### config.mk
export PLATFORM = sky130hd
export DESIGN_NAME = qmm_isqrt
export DESIGN_NICKNAME = d
export VERILOG_FILES = /design/src/qmm_pkg.sv /design/src/qmm_isqrt.sv
export SDC_FILE = /design/constraint.sdc
export NUM_CORES = 2
export LEC_CHECK = 0
export ABC_CLOCK_PERIOD_IN_PS = 3000
export BUFFER_PORTS_ARGS = -buffer_cell sky130_fd_sc_hd__buf_2
export CAP_MARGIN = 20
export CORE_MARGIN = 2
export CORE_UTILIZATION = 45
export DETAILED_ROUTE_END_ITERATION = 6
export PLACE_DENSITY = 0.58
export SLEW_MARGIN = 20
export SYNTH_ARGS = -nofsm -noshare
export SYNTH_HDL_FRONTEND = slang
export SYNTH_SLANG_ARGS = --single-unit
### constraint.sdc
create_clock -name clk -period 3 [get_ports clk]
set_input_delay 0.3 -clock clk [delete_from_list [all_inputs] [get_ports clk]]
set_output_delay 0.3 -clock clk [all_outputs]
set_load 0.02 [all_outputs]
### src/qmm_pkg.sv
// Quadrotor motor mixer package: shared types, widths and register codes.
// No dependencies.
package qmm_pkg;

    localparam int SPEED_BITS_DEF = 16;
    localparam int BW             = 47;   // scaled vector element, signed
    localparam int PW             = 63;   // element times coefficient
    localparam int AW             = 64;   // accumulator
    localparam int CFG_IDX_W      = 3;
    localparam int CFG_DATA_W     = 64;

    localparam logic [CFG_IDX_W-1:0] REG_MIX_ROW_0    = 3'd0;
    localparam logic [CFG_IDX_W-1:0] REG_MIX_ROW_1    = 3'd1;
    localparam logic [CFG_IDX_W-1:0] REG_MIX_ROW_2    = 3'd2;
    localparam logic [CFG_IDX_W-1:0] REG_MIX_ROW_3    = 3'd3;
    localparam logic [CFG_IDX_W-1:0] REG_HOVER_FORCE  = 3'd4;
    localparam logic [CFG_IDX_W-1:0] REG_THRUST_RECIP = 3'd5;
    localparam logic [CFG_IDX_W-1:0] REG_MOMENT_RECIP = 3'd6;

    typedef struct packed {
        logic signed [31:0] thrust_command;
        logic signed [31:0] roll_moment;
        logic signed [31:0] pitch_moment;
        logic signed [31:0] yaw_moment;
    } qmm_cmd_t;

    typedef struct packed {
        logic [15:0] motor_speed_0;
        logic [15:0] motor_speed_1;
        logic [15:0] motor_speed_2;
        logic [15:0] motor_speed_3;
        logic [3:0]  clamp_mask;
    } qmm_result_t;

    typedef struct packed {
        logic [3:0][63:0] mix_row;
        logic [30:0]      hover_force;
        logic [31:0]      thrust_recip;
        logic [31:0]      moment_recip;
    } qmm_cfg_t;

endpackage

### src/qmm_isqrt.sv
// Four-lane pipelined integer square root, one root bit per stage.
// Carries the clamp mask alongside. Depends on qmm_pkg.
module qmm_isqrt #(
    parameter int SPEED_BITS = qmm_pkg::SPEED_BITS_DEF
) (
    input  logic                    clk,
    input  logic                    rst_n,
    input  logic                    valid_in,
    input  logic [2*SPEED_BITS-1:0] w [4],
    input  logic [3:0]              mask_in,
    output logic                    valid_out,
    output qmm_pkg::qmm_result_t    result
);
    import qmm_pkg::*;

    localparam int SB = SPEED_BITS;
    localparam int WB = 2 * SB;
    localparam int RW = SB + 2;

    logic [RW-1:0] rem_w  [SB+1][4];
    logic [SB-1:0] root_w [SB+1][4];
    logic [WB-1:0] rest_w [SB+1][4];
    logic          vld_w  [SB+1];
    logic [3:0]    msk_w  [SB+1];

    always_comb
    begin
        for (int l = 0; l < 4; l++)
        begin
            rem_w[0][l]  = '0;
            root_w[0][l] = '0;
            rest_w[0][l] = w[l];
        end
        vld_w[0] = valid_in;
        msk_w[0] = mask_in;
    end

    for (genvar s = 0; s < SB; s++)
    begin : g_stage
        logic [RW-1:0] rem_next  [4];
        logic [RW-1:0] rem_reg   [4];
        logic [SB-1:0] root_next [4];
        logic [SB-1:0] root_reg  [4];
        logic [WB-1:0] rest_reg  [4];
        logic [RW-1:0] rs        [4];
        logic [RW-1:0] trial     [4];
        logic          vld_reg;
        logic [3:0]    msk_reg;

        always_comb
        begin
            for (int l = 0; l < 4; l++)
            begin
                rs[l]    = {rem_w[s][l][RW-3:0], rest_w[s][l][WB-1 -: 2]};
                trial[l] = {root_w[s][l], 2'b01};
                if (rs[l] >= trial[l])
                begin
                    rem_next[l]  = rs[l] - trial[l];
                    root_next[l] = {root_w[s][l][SB-2:0], 1'b1};
                end
                else
                begin
                    rem_next[l]  = rs[l];
                    root_next[l] = {root_w[s][l][SB-2:0], 1'b0};
                end
            end
        end

        always_ff @(posedge clk or negedge rst_n)
        begin
            if (!rst_n)
                vld_reg <= 1'b0;
            else
                vld_reg <= vld_w[s];
        end

        always_ff @(posedge clk)
        begin
            msk_reg <= msk_w[s];
            for (int l = 0; l < 4; l++)
            begin
                rem_reg[l]  <= rem_next[l];
                root_reg[l] <= root_next[l];
                rest_reg[l] <= {rest_w[s][l][WB-3:0], 2'b00};
            end
        end

        always_comb
        begin
            for (int l = 0; l < 4; l++)
            begin
                rem_w[s+1][l]  = rem_reg[l];
                root_w[s+1][l] = root_reg[l];
                rest_w[s+1][l] = rest_reg[l];
            end
            vld_w[s+1] = vld_reg;
            msk_w[s+1] = msk_reg;
        end
    end

    assign valid_out            = vld_w[SB];
    assign result.motor_speed_0 = 16'(root_w[SB][0]);
    assign result.motor_speed_1 = 16'(root_w[SB][1]);
    assign result.motor_speed_2 = 16'(root_w[SB][2]);
    assign result.motor_speed_3 = 16'(root_w[SB][3]);
    assign result.clamp_mask    = msk_w[SB];

endmodule

Word-level counts from Yosys, hierarchy flattened
Memory sizes are Yosys's and may differ from the RTL's. Index checks and enable logic that the tools add are counted.

Register bits: 80. Bits in latches: 0. Memory bits (writable): 3844. Bits in read-only memories: 0. Bits of input ports: 135. Output and inout port bits: 69. Word-level logic and storage cells: 326. Memories: 46.

Add/subtract/negate cells: 60. $mul: 0. Divide/modulo/power cells: 0. Magnitude comparators: 64. Eq/ne operators: 0. Shift-type cells: 0. Multiplexer cells: 124. Bitwise logic cells: 0. Reduce and logical (&&, ||, !) cells: 0.

Memories: g_stage[0].rest_reg (depth 4, width 30, rd ports 4, clocked after Yosys merged registers in 0, write ports 4, line qmm_isqrt.sv:44) `logic [WB-1:0] rest_reg [4];`; g_stage[10].rest_reg (depth 4, width 30, rd ports 4, clocked after Yosys merged registers in 0, write ports 4, line qmm_isqrt.sv:44); g_stage[11].rest_reg (depth 4, width 30, rd ports 4, clocked after Yosys merged registers in 0, write ports 4, line qmm_isqrt.sv:44); g_stage[12].rest_reg (depth 4, width 30, rd ports 4, clocked after Yosys merged registers in 0, write ports 4, line qmm_isqrt.sv:44); g_stage[13].rest_reg (depth 4, width 30, rd ports 4, clocked after Yosys merged registers in 0, write ports 4, line qmm_isqrt.sv:44); g_stage[14].rest_reg (depth 4, width 30, rd ports 4, clocked after Yosys merged registers in 0, write ports 4, line qmm_isqrt.sv:44); +40 memories.

Operator list (number): greater-or-equal comparator 18 bit (60); 2-to-1 mux 18 bit (60); subtractor 18 bit (56); 2-to-1 mux 1 bit (64); subtractor 2 x 1 -> 3 bit, second input constant (4); greater-or-equal comparator 2 x 1 -> 1 bit, second input constant (4).

Longest topological paths before layout
An unclocked memory read counts as a cell.

Depth after elaboration: 3. Gate-level depth with buffers: 13. Mapped depth without buffers: 12.

Worst setup path before layout
OpenSTA, ideal clock, no wires.

Path kind: reg-to-reg. From: memory g_stage[13].root_reg[1][0] (netlist name). To: memory g_stage[14].rem_reg[1][10] (netlist name). Arrival: 2508 ps. Data required time: 2879 ps. Path slack: 371 ps. Cell stages (with the launch flop): 13. Path buffers: 1. Clock period less this slack: 2629 ps. Path through: dfxtp_1 inv_1 ha_1 nor2b_1 o21ai_0 nand2_1 a31oi_1 o21ai_1 nand2_1 nand2_1 a31oi_2 buf_4 mux2_2.

RTL lines: from (decl) (line qmm_isqrt.sv:43) `logic [SB-1:0] root_reg [4];`; to (decl) (line qmm_isqrt.sv:41) `logic [RW-1:0] rem_reg [4];`.

==> impl_metrics.ini <==
[outcome]
status = finished, final reports clean

[setup_path]
r2r_slack_ps = 130
crit_type = reg2reg
startpoint_type = flip-flop
worstPathRequired_ps = 3760
end_kind = flip-flop
cp.arrival_ps = 3630
max_stage_delay_ps = 380
crit_path_frequent_cell = nor2_1
r2r.worst_path.cells = 12
cp_slowest_cell = ha_1
crit_fanout = 16
endpoint = g_stage[13].rem_reg[1][5]
cp_cell_sequence = inv_1, ha_1, a21o_1, a21oi_1, nor2_1, nor2_1, o21ai_0, a221oi_1, o21bai_1, a21oi_2, buf_12, mux2_2
timing.rr.end = g_stage[13].rem_reg[1][5]
cp-startpoint = g_stage[12].root_reg[1][5]
r2r_start = g_stage[12].root_reg[1][5]

[timing]
fin_setup_tns_ps = 0
hold_violations = 0
tightest_slew_ps = 741
rsz0062_at_grt = no
clock.fmax_mhz = 349
skew_ps = 60.7
slew_violations = 0
setup-violations-final = 0
final.period_utilization_pct = 95.6
finalCriticalPeriod_ps = 2870
slew_headroom_pct = 50.2

[finish]
syn2layout_area_growth_pct = 18.4
fin_cells = 11420
final_util_pct = 53.6
fin_nets = 9476
mostFrequentLayoutCell = dfxtp_1
final_cell_mix = 2464 x dfxtp_1, 725 x inv_1, 608 x ha_1
drive_gt1_share_pct = 10.4
largest_register_ffs = 960

[floorplan]
ios = 204
rows = 160
dieHeight_um = 441
die_w_um = 441
core_area_mm2 = 0.190
start_util_pct = 45.2
fp.dieArea_mm2 = 0.194

[synthesis]
syn_area_mm2 = 0.0859
yosys.area_share.simple_pct = 10.7
synth_mux_area_share_pct = 2.17
synth_top_family_by_area = simple AND/OR/NAND/NOR gates
yosys_warnings = 0
yosys.area.top_type = dfxtp_1
netlist_top_cells_area = dfxtp_1 57%, ha_1 8.9%, xnor2_1 3.7%
synth_cell_type_count = 90
synth_xor_area_share_pct = 6.34
synthAdderAreaFrac_pct = 8.86
avgSynthCellArea_um2 = 10.7
synth_edf_count = 0
ys.flop_type = dfxtp_1
synth-compound-area-share_pct = 10.3
synthArstFlopShare_pct = 0.645
ys_seq_area_share_pct = 57.9
ys_ff_latch = 2480
syn-instance-count = 8000
synth_top_area_share_pct = 57.4

[drt]
ant_nets = 0
post-route-drc-count = 0
wire_per_inst_um = 13.8
vias = 54139
vias_per_cell = 4.74
firstDrtPassIters = 7
drt_first_iter_violations = 2443
routed_wirelength_um = 158000

[global_routing]
grt_use_total_pct = 16.2
grt_pass1_vias = 54207
grt_pass1_wl_um = 262000
grt-ovfl-total = 0
antenna_found_initial = 2
grt_max_degree = 28

[clock_network]
root_buffer = clkbuf_16
cts_max_level = 5
cts_tree = yes
clk_path_buf_depth = 4
clock_sinks = 2480
cts_buffers = 274
clk_latency_ps = 910
clk_pin_slew_ps = 60

[placement]
port_buffers = 203
gp_congestion = 0.878
place_hpwl_um = 117000
placed_cells = 10710

[worst_hold_path]
hold_depth = 2
min_path_type = in2reg

[power]
leakagePower_nw = 48.4
ir_worst_vdd_mv = 0.554
p_per_area_mw_per_mm2 = 929

[job]
cap_violations = 0
-- critical path, delay by kind of cell (launching register included) --
family | cells | cell delay [ps]
adder cells (fa/ha/maj) | 1 | 380
multiplexers | 1 | 340
buffers and inverters | 2 | 230
flip-flops | 1 | 330
AO/OA/AOI/OAI | 6 | 1280
AND/OR/NAND/NOR | 2 | 180
-- where the power goes --
| group | internal (mW) | switching (mW) |
|---|---|---|
| sequential | 39.1 | 3.91 |
| combinational | 9.50 | 9.94 |
| clock | 19.7 | 12.4 |
| total | 68.3 | 26.2 |
-- cells by family after synthesis --
kind of cell | after synthesis
AO/OA/AOI/OAI | 1401
XOR/XNOR | 622
adder cells (fa/ha/maj) | 608
buffers and inverters | 817
flip-flops | 2480
multiplexers | 168
other | 1
AND/OR/NAND/NOR | 1903
-- worst min-delay path by stage --
stage	from	end	slack (ps)
after floorplan	rst_n	g_stage[0].vld_reg	4
after global placement	rst_n	g_stage[0].vld_reg	210
after detailed placement	rst_n	g_stage[1].vld_reg	220
after CTS	w[25]	g_stage[0].rest_reg[3][25]	7
after global routing	w[16]	g_stage[0].rest_reg[3][16]	30
final	w[16]	g_stage[0].rest_reg[3][16]	70
-- timing repair --
action | in CTS | in global routing
setup buffers | 0 | 1
hold endpoints to repair | 153 | 0
hold buffers | 257 | 0
gates resized for setup | 0 | 10
endpoints found under the setup margin | 0 | 30
-- per-stage QoR --
step	total power [mW]	cell area (µm²)	hold WS (ps)	worst slack [ps]
global placement	62.4	90300	207	102
detailed placement	62.8	90300	221	131
floorplan	57.5	85900	4.41	371
global route	100	102000	30.6	0.682
finish	94.5	102000	73.1	132
CTS	95.7	102000	7.08	104
-- Yosys cell counts (8+ instances only) --
cell type	n
dfxtp_1	2464
inv_1	725
ha_1	608
nor2_1	556
nand2_1	451
a21oi_1	412
xnor2_1	358
o21ai_0	325
xor2_1	264
nor3_1	188
o21a_1	170
a21o_1	154
mux2_2	148
nand3_1	105
nand2b_1	101
nor2b_1	99
nor4_1	92
nand4_1	68
o31ai_1	59
a31oi_1	49
or3_1	47
clkbuf_1	46
or2_2	38
and2_1	35
a211oi_1	31
a21boi_0	27
o211ai_1	26
or4_1	25
and3_1	23
nand3b_1	22
o21bai_1	21
buf_2	20
mux2i_1	20
dfrtp_1	16
o21ai_1	16
a211o_1	15
nor3b_1	13
and4_1	11
o41ai_1	10
a31o_2	9
buf_1	8
o2111ai_1	8
-- layout make-up --
type / count / area [µm²]
inverters: 735 / 2760
clock inverters: 80 / 935
multi-input cells: 4706 / 33100
well taps: 2511 / 3140
diodes: 1 / 2.50
repair buffers: 536 / 4220
clock buffers: 371 / 7830
fillers: 16388 / 88100
flip-flops and latches: 2480 / 49700
-- layer usage --
| metal | share of wire (%) | track usage (%) | vias to the layer above |
|---|---|---|---|
| met5 | 0 | 0 | - |
| li1 | - | - | 28413 |
| met1 | 46 | 20.2 | 24638 |
| met2 | 48 | 28.0 | 801 |
| met4 | 2.5 | 5.50 | 0 |
| met3 | 3.6 | 3.05 | 287 |
(Power assumes the default switching activity.)
