<file path="src/qmm_pkg.sv">
// Quadrotor motor mixer package: shared types, widths and register codes.
// No dependencies.
package qmm_pkg;

    localparam int SPEED_BITS_DEF = 16;
    localparam int BW             = 47;   // scaled vector element, signed
    localparam int PW             = 63;   // element times coefficient
    localparam int AW             = 64;   // accumulator
    localparam int CFG_IDX_W      = 3;
    localparam int CFG_DATA_W     = 64;

    localparam logic [CFG_IDX_W-1:0] REG_MIX_ROW_0    = 3'd0;
    localparam logic [CFG_IDX_W-1:0] REG_MIX_ROW_1    = 3'd1;
    localparam logic [CFG_IDX_W-1:0] REG_MIX_ROW_2    = 3'd2;
    localparam logic [CFG_IDX_W-1:0] REG_MIX_ROW_3    = 3'd3;
    localparam logic [CFG_IDX_W-1:0] REG_HOVER_FORCE  = 3'd4;
    localparam logic [CFG_IDX_W-1:0] REG_THRUST_RECIP = 3'd5;
    localparam logic [CFG_IDX_W-1:0] REG_MOMENT_RECIP = 3'd6;

    typedef struct packed {
        logic signed [31:0] thrust_command;
        logic signed [31:0] roll_moment;
        logic signed [31:0] pitch_moment;
        logic signed [31:0] yaw_moment;
    } qmm_cmd_t;

    typedef struct packed {
        logic [15:0] motor_speed_0;
        logic [15:0] motor_speed_1;
        logic [15:0] motor_speed_2;
        logic [15:0] motor_speed_3;
        logic [3:0]  clamp_mask;
    } qmm_result_t;

    typedef struct packed {
        logic [3:0][63:0] mix_row;
        logic [30:0]      hover_force;
        logic [31:0]      thrust_recip;
        logic [31:0]      moment_recip;
    } qmm_cfg_t;

endpackage

</file>
<file path="src/qmm_cfg.sv">
// Configuration register file for the motor mixer.
// Depends on qmm_pkg.
module qmm_cfg (
    input  logic                             clk,
    input  logic                             rst_n,
    input  logic                             wr_en,
    input  logic [qmm_pkg::CFG_IDX_W-1:0]    wr_index,
    input  logic [qmm_pkg::CFG_DATA_W-1:0]   wr_data,
    output qmm_pkg::qmm_cfg_t                cfg
);
    import qmm_pkg::*;

    qmm_cfg_t cfg_reg;
    qmm_cfg_t cfg_next;

    always_comb
    begin
        cfg_next = cfg_reg;
        if (wr_en)
        begin
            unique case (wr_index)
                REG_MIX_ROW_0:    cfg_next.mix_row[0]   = wr_data;
                REG_MIX_ROW_1:    cfg_next.mix_row[1]   = wr_data;
                REG_MIX_ROW_2:    cfg_next.mix_row[2]   = wr_data;
                REG_MIX_ROW_3:    cfg_next.mix_row[3]   = wr_data;
                REG_HOVER_FORCE:  cfg_next.hover_force  = wr_data[30:0];
                REG_THRUST_RECIP: cfg_next.thrust_recip = wr_data[31:0];
                REG_MOMENT_RECIP: cfg_next.moment_recip = wr_data[31:0];
                default:          cfg_next = cfg_reg;
            endcase
        end
    end

    always_ff @(posedge clk or negedge rst_n)
    begin
        if (!rst_n)
            cfg_reg <= '0;
        else
            cfg_reg <= cfg_next;
    end

    assign cfg = cfg_reg;

endmodule

</file>
<file path="config.mk">
export PLATFORM = sky130hd
export DESIGN_NAME = qmm_cfg
export DESIGN_NICKNAME = d
export VERILOG_FILES = /design/src/qmm_pkg.sv /design/src/qmm_cfg.sv
export SDC_FILE = /design/constraint.sdc
export NUM_CORES = 1
export LEC_CHECK = 0
export ABC_AREA = 0
export BUFFER_PORTS_ARGS = -buffer_cell sky130_fd_sc_hd__buf_2
export CORE_MARGIN = 4
export CORE_UTILIZATION = 51
export DETAILED_ROUTE_END_ITERATION = 8
export PLACE_DENSITY_LB_ADDON = 0.3
export REMOVE_ABC_BUFFERS = 1
export SLEW_MARGIN = 10
export SYNTH_ARGS = -nofsm -noshare
export SYNTH_HDL_FRONTEND = slang
export SYNTH_SLANG_ARGS = --single-unit
</file>
<file path="constraint.sdc">
create_clock -name clk -period 0.96 [get_ports clk]
set_input_delay 0.096 -clock clk [delete_from_list [all_inputs] [get_ports clk]]
set_output_delay 0.096 -clock clk [all_outputs]
set_load 0.1 [all_outputs]
</file>
==> flow_summary.toml, run 1 <==
[yosys]
syn_area_um2 = 13100
ys_seq_elements = 351
synth-edff-count = 0
synth_area_per_cell_um2 = 17.6
synth_most_common_cell = "dfrtp_1"
ys_seq_area_share_pct = 67.0
ys.flop_type = "dfrtp_1"
synth_cell_type_count = 10
synth_common_cells = "dfrtp_1 (351), mux2_2 (229), mux2_1 (122)"
synth_area_leader_cell = "dfrtp_1"
yosys_warnings = 0
synth_top_cell_area_share_pct = 67.0
synthArstFlopShare_pct = 100
synthCells = 746
yosys-top-cells-area = "dfrtp_1 (67%), mux2_2 (20%), mux2_1 (10%)"

[floorplan]
fp-row-count = 58
io_pins = 421
initial_core_util_pct = 51.9
die_h_um = 168
die_w_um = 168

[clock_network]
cts_resized = 97
htree_levels = 2
cts_root_buffer = "clkbuf_16"
ctsHoldBuffers = 63
clock_path_buffers = 3
post_cts_buffers = 147
cts.sinks = 351
cts_buffers = 37

[status]
haltStage = "4_1_cts"
status = "aborted with a tool error"
toolErrorMsg = "[ERROR DPL-0033] detailed placement checks failed during check placement."

[place]
port-buffer-count = 420
dp_hpwl_um = 31400
gp_congestion = 0.801
## stage by stage
step                utilization, %  hold WS [ns]  instance area (um^2)  worst slack (ns)  std cells
floorplan                        -        -0.200                 12800             -6.77        709
global placement              83.6       0.00196                 21100            -0.435       1492
detailed placement            83.6       0.00746                 21100            -0.613       1492
## kinds of logic after synthesis
kind of cell / Yosys count / synth area share (%)
flip-flops: 351 / 67.0
buffers and inverters: 37 / 2.29
AND/OR/NAND/NOR: 7 / 0.554
multiplexers: 351 / 30.2
==> run 2, diff against run 1 <==
CORE_UTILIZATION = 40   (was 51)
PLACE_DENSITY_LB_ADDON = 0.15   (was 0.3)
==> flow_summary.toml, run 2 <==
[floorplan]
initial_core_util_pct = 40.4
coreArea_um2 = 32500
fp-row-count = 66
die_w_um = 189
die_h_um = 189
dieArea_um2 = 35700
io_pins = 421

[clock_network]
htree_levels = 2
cts.sinks = 351
tritoncts = "done"
cts_buffers = 38
clk_latency_ns = 0.50
cts_root_buffer = "clkbuf_16"
clk_pin_slew_worst_paths_ns = 0.06
clock_path_buffers = 3

[power]
ir_drop_v = 0.00218
leakage_nw = 10.7
powerDensity_nw_per_um2 = 3390

[place]
dp_hpwl_um = 28000
gp_congestion = 0.764
placed_area_um2 = 21400
port-buffer-count = 420

[global_routing]
grt_max_degree = 79
use_met2_pct = 35.3
grt_pass1_wl_um = 59400
gr-max-usage-layer = "met2"
grt_pass1_vias = 9432
gr-usage-met1_pct = 25.7
met3_usage_pct = 10.1
grt_antenna_before_repair = 0
gr-total-overflow = 0
grtUsageTotal_pct = 21.5

[critical_path]
r2r-start = "cfg[143]$_DFFE_PN0P_"
r2r_cells = 3
r2r_end = "cfg[143]$_DFFE_PN0P_"
endpoint_kind = "output pin"
startpoint_type = "flop"
critical_path_class = "flop to output pin"
r2r_slack_ns = -0.10
worstPathArrival_ns = 1.18
critPathMaxFanout = 2
cp.required_ns = 0.86

[detailed_routing]
drt.antenna.violating_nets = 0
num_vias = 8666
drcViolationCount = 0
wl_per_cell_um = 22.2
routed_via_density = 4.84
dr.pass1.iters = 4
routed_wl_um = 39800
drt_iter0_drc = 215

[yosys]
yosys-top-cells-area = "dfrtp_1 (67%), mux2_2 (20%), mux2_1 (10%)"
synth-simple-area-share_pct = 0.554
synth_common_cells = "dfrtp_1 (351), mux2_2 (229), mux2_1 (122)"
syn_area_um2 = 13100
synth_top_cell_area_share_pct = 67.0
ys.flop_type = "dfrtp_1"
synth-adder-area-share_pct = 0
synth_area_leader_cell = "dfrtp_1"
ys_seq_area_share_pct = 67.0
synth_top_family_by_area = "multiplexers"
synthArstFlopShare_pct = 100
ys_seq_elements = 351
synth-edff-count = 0
synth_cell_type_count = 10
muxShareOfSynthArea_pct = 30.2
synth_xor_area_share_pct = 0
synth_compound_area_share_pct = 0
yosys_warnings = 0
synthCells = 746
synth_most_common_cell = "dfrtp_1"
synth_area_per_cell_um2 = 17.6

[cells_and_area]
areaGrowthSynthToFinish_pct = 81.2
final_cell_mix = "buf_12 (373), dfrtp_1 (351), mux2_2 (227)"
layout_commonest_cell = "buf_12"
multiInputGateArea_um2 = 4090
drive_gt1_share_pct = 59.9
fillCellCount = 1941
largest_register_ffs = 351
register_area_um2 = 8780
fin_nets = 1392
antenna-diode-count = 0
fin_area_um2 = 23800

[hold_path]
min_from = "wr_data[5]"
hold_path.class = "input port to flop"
hold_depth = 2
hold_end = "cfg[228]$_DFFE_PN0P_"

[timing]
fin_skew_ns = 0
maxSlewViolCount = 0
timing.final.crit_period_ns = 1.28
finalSetupViolCount = 357
finalHoldViolCount = 0
max_slew.worst_pin.slew_ns = 0.410
rsz0062_at_grt = "yes"
maxSlewHeadroom_pct = 72.7
post-route-period-util_pct = 133
clock.fmax_mhz = 783
finalWorstSetupSlack_ns = -0.317
worst_hold_slack_ns = 0.0152

[status]
violations = "setup timing"
status = "finished, violations left"

[job]
maxCapViolCount = 0
-- run 2: layout make-up --
cell class	instances	area share (%)
clock buffers	62	5.07
clock inverters	4	0.295
multi-input cells	358	17.2
flip-flops and latches	351	37.0
well taps	442	2.33
repair buffers	573	38.1
-- run 2: cells by family (layout without fill, tap and decap cells) --
family                 count (synthesis)  after routing
buffers and inverters                 37            639
and+or+nand+nor                        7              7
muxes                                351            351
DFF                                  351            351
-- run 2: metrics by stage --
stage               setup TNS [ns]  utilization, %  worst slack, ns  total power, mW  cells
global placement           -120.52            65.8           -0.466             64.9   1614
CTS                         -90.05            72.4           -0.337             80.9   1774
finish                      -81.59            73.2           -0.317             80.6   1790
floorplan                  -813.19               -            -6.77             46.8    709
global route                -96.23            73.2           -0.355             82.9   1790
detailed placement         -125.73            65.8           -0.489             65.4   1614
-- run 2: worst max-delay path, cell delays in order, from the launching register on --
cell and delay (ns):
dfrtp_1 0.39, buf_6 0.13, buf_12 0.15
-- run 2: worst max path at each step --
stage / from / to / depth (start not counted)
4_1_cts: cfg[271]$_DFFE_PN0P_ / cfg[271] / 2
6_report: cfg[271]$_DFFE_PN0P_ / cfg[271] / 2
3_5_place_dp: wr_index[1] / cfg[149]$_DFFE_PN0P_ / 5
3_3_place_gp: wr_index[1] / cfg[150]$_DFFE_PN0P_ / 5
5_1_grt: cfg[271]$_DFFE_PN0P_ / cfg[271] / 2
2_1_floorplan: wr_index[2] / cfg[100]$_DFFE_PN0P_ / 2
-- run 2: what timing repair did --
action,CTS,global route
pin swaps,0,1
endpoints found under the setup margin,351,372
gates resized for setup,2,20
hold buffers,64,0
buffers inserted,30,16
gates cloned,0,3
endpoints found under the hold margin,695,0
-- run 2: report_power, final --
part	switching, mW	leakage, nW	internal [mW]
registers	3.52	4.21	18.1
logic	28.6	5.88	15.7
clock network	5.63	0.626	9.07
-- run 2: per-layer routing --
metal  wire, um  vias up
met5          0        -
met4        892        0
met3       4420       54
met2      18800      350
met1      15700     4445
li1           -     3817
No activity file was read; power rests on OpenSTA's default activity.
==> run 3, diff against run 2 <==
HOLD_SLACK_MARGIN = 0.08   (was default)
==> flow_summary.toml, run 3 (same netlist as run 2, synthesis figures left out) <==
[status]
status = "finished, violations left"
violations = "setup timing"

[cells_and_area]
largest_register_ffs = 351
drive_gt1_share_pct = 59.8
areaGrowthSynthToFinish_pct = 81.3
final_cell_mix = "buf_12 (373), dfrtp_1 (351), mux2_2 (227)"
layout_commonest_cell = "buf_12"
stdcell_count = 1791
fillCellCount = 1940
antenna-diode-count = 0
fin_nets = 1393

[power]
total_power_mw = 80.6
ir_drop_v = 0.00218
leakage_nw = 10.7
powerDensity_nw_per_um2 = 3390

[detailed_routing]
drt.antenna.violating_nets = 0
routed_wl_um = 39800
wl_per_cell_um = 22.2
num_vias = 8684
dr.pass1.iters = 4
drt_iter0_drc = 203
drcViolationCount = 0
routed_via_density = 4.85

[timing]
timing.final.crit_period_ns = 1.28
rsz0062_at_grt = "yes"
worst_hold_slack_ns = 0.215
clock.fmax_mhz = 783
setup_tns_ns = -81.62
maxSlewViolCount = 0
finalSetupViolCount = 357
post-route-period-util_pct = 133
finalWorstSetupSlack_ns = -0.317
fin_skew_ns = 0
max_slew.worst_pin.slew_ns = 0.410
maxSlewHeadroom_pct = 72.6
finalHoldViolCount = 0

[global_routing]
met3_usage_pct = 10.1
use_met2_pct = 35.3
grt_antenna_before_repair = 0
gr-max-usage-layer = "met2"
grt_pass1_wl_um = 59400
grt_pass1_vias = 9437
grtUsageTotal_pct = 21.5
gr-usage-met1_pct = 25.7
grt_max_degree = 79
gr-total-overflow = 0

[place]
gp_congestion = 0.764
dp_slack_ns = -0.489
dp_cells = 1614
port-buffer-count = 420
dp_hpwl_um = 28000

[hold_path]
hold_path.class = "input port to async pin"

[floorplan]
die_h_um = 189
die_w_um = 189
initial_core_util_pct = 40.4
io_pins = 421
fp-row-count = 66
coreArea_um2 = 32500
dieArea_um2 = 35700

[critical_path]
critical_path_class = "flop to output pin"
r2r-start = "cfg[143]$_DFFE_PN0P_"
r2r_slack_ns = -0.10
startpoint_type = "flop"
cpPeakStageDelay_ns = 0.39
cp.required_ns = 0.86
r2r_cells = 3
endpoint_kind = "output pin"
slowest_stage = "dfrtp_1"
crit_chain = "buf_6, buf_12"
worstPathArrival_ns = 1.18
critPathMaxFanout = 2
critPathBufInv = 2
path_delay_family = "flip-flops"
r2r_end = "cfg[143]$_DFFE_PN0P_"

[job]
maxCapViolCount = 0

[clock_network]
tritoncts = "done"
clock_path_buffers = 3
clk_latency_ns = 0.50
htree_levels = 2
cts.sinks = 351
cts_root_buffer = "clkbuf_16"
cts_buffers = 38
clk_pin_slew_worst_paths_ns = 0.06
==> run 3: cell count changes in the layout (fill, tap and decap cells not counted) <==
| cell | delta |
|---|---|
| dlygate4sd3_1 | +1 |
==> run 3: worst max path at each step <==
stage / from / end / slack [ns] / cells past startpoint
after global routing: cfg[271]$_DFFE_PN0P_ / cfg[271] / -0.36 / 2
after floorplan: wr_index[2] / cfg[100]$_DFFE_PN0P_ / -6.77 / 2
after CTS: cfg[271]$_DFFE_PN0P_ / cfg[271] / -0.34 / 2
final: cfg[271]$_DFFE_PN0P_ / cfg[271] / -0.32 / 2
after global placement: wr_index[1] / cfg[150]$_DFFE_PN0P_ / -0.47 / 5
after detailed placement: wr_index[1] / cfg[149]$_DFFE_PN0P_ / -0.49 / 5
==> run 3: timing repair <==
item,CTS,global route
pin swaps,0,1
endpoints found under the setup margin,351,372
hold buffers,65,0
cloned,0,3
setup buffers,30,16
resized for setup,2,20
hold endpoints to repair,702,0
==> run 3: final cells by class <==
class | instances | area, um^2 | area share, %
well taps | 442 | 553 | 2.33
repair buffers | 574 | 9060 | 38.1
flip-flops and latches | 351 | 8780 | 37.0
clock inverters | 4 | 70.1 | 0.295
clock buffers | 62 | 1200 | 5.07
multi-input cells | 358 | 4090 | 17.2
==> run 3: tightest hold or removal path, cell delays in order <==
cell and delay, ns:
dlygate4sd3_1 0.57, buf_8 0.20, buf_4 0.18
==> run 3: layer usage <==
| metal | part of all wire [%] | routed length, um |
|---|---|---|
| met2 | 47 | 18800 |
| met5 | 0 | 0 |
| met1 | 40 | 15700 |
| met4 | 2.2 | 890 |
| met3 | 11 | 4370 |
==> run 3: per-stage QoR <==
step,utilization [%],instance area [um^2]
global route,73.2,23800
finish,73.2,23800
detailed placement,65.8,21400
floorplan,-,12800
CTS,72.5,23500
global placement,65.8,21400
==> run 3: power breakdown <==
group / switching (mW) / leakage, nW / internal, mW
clock: 5.62 / 0.626 / 9.07
combinational: 28.6 / 5.88 / 15.7
sequential: 3.52 / 4.21 / 18.1
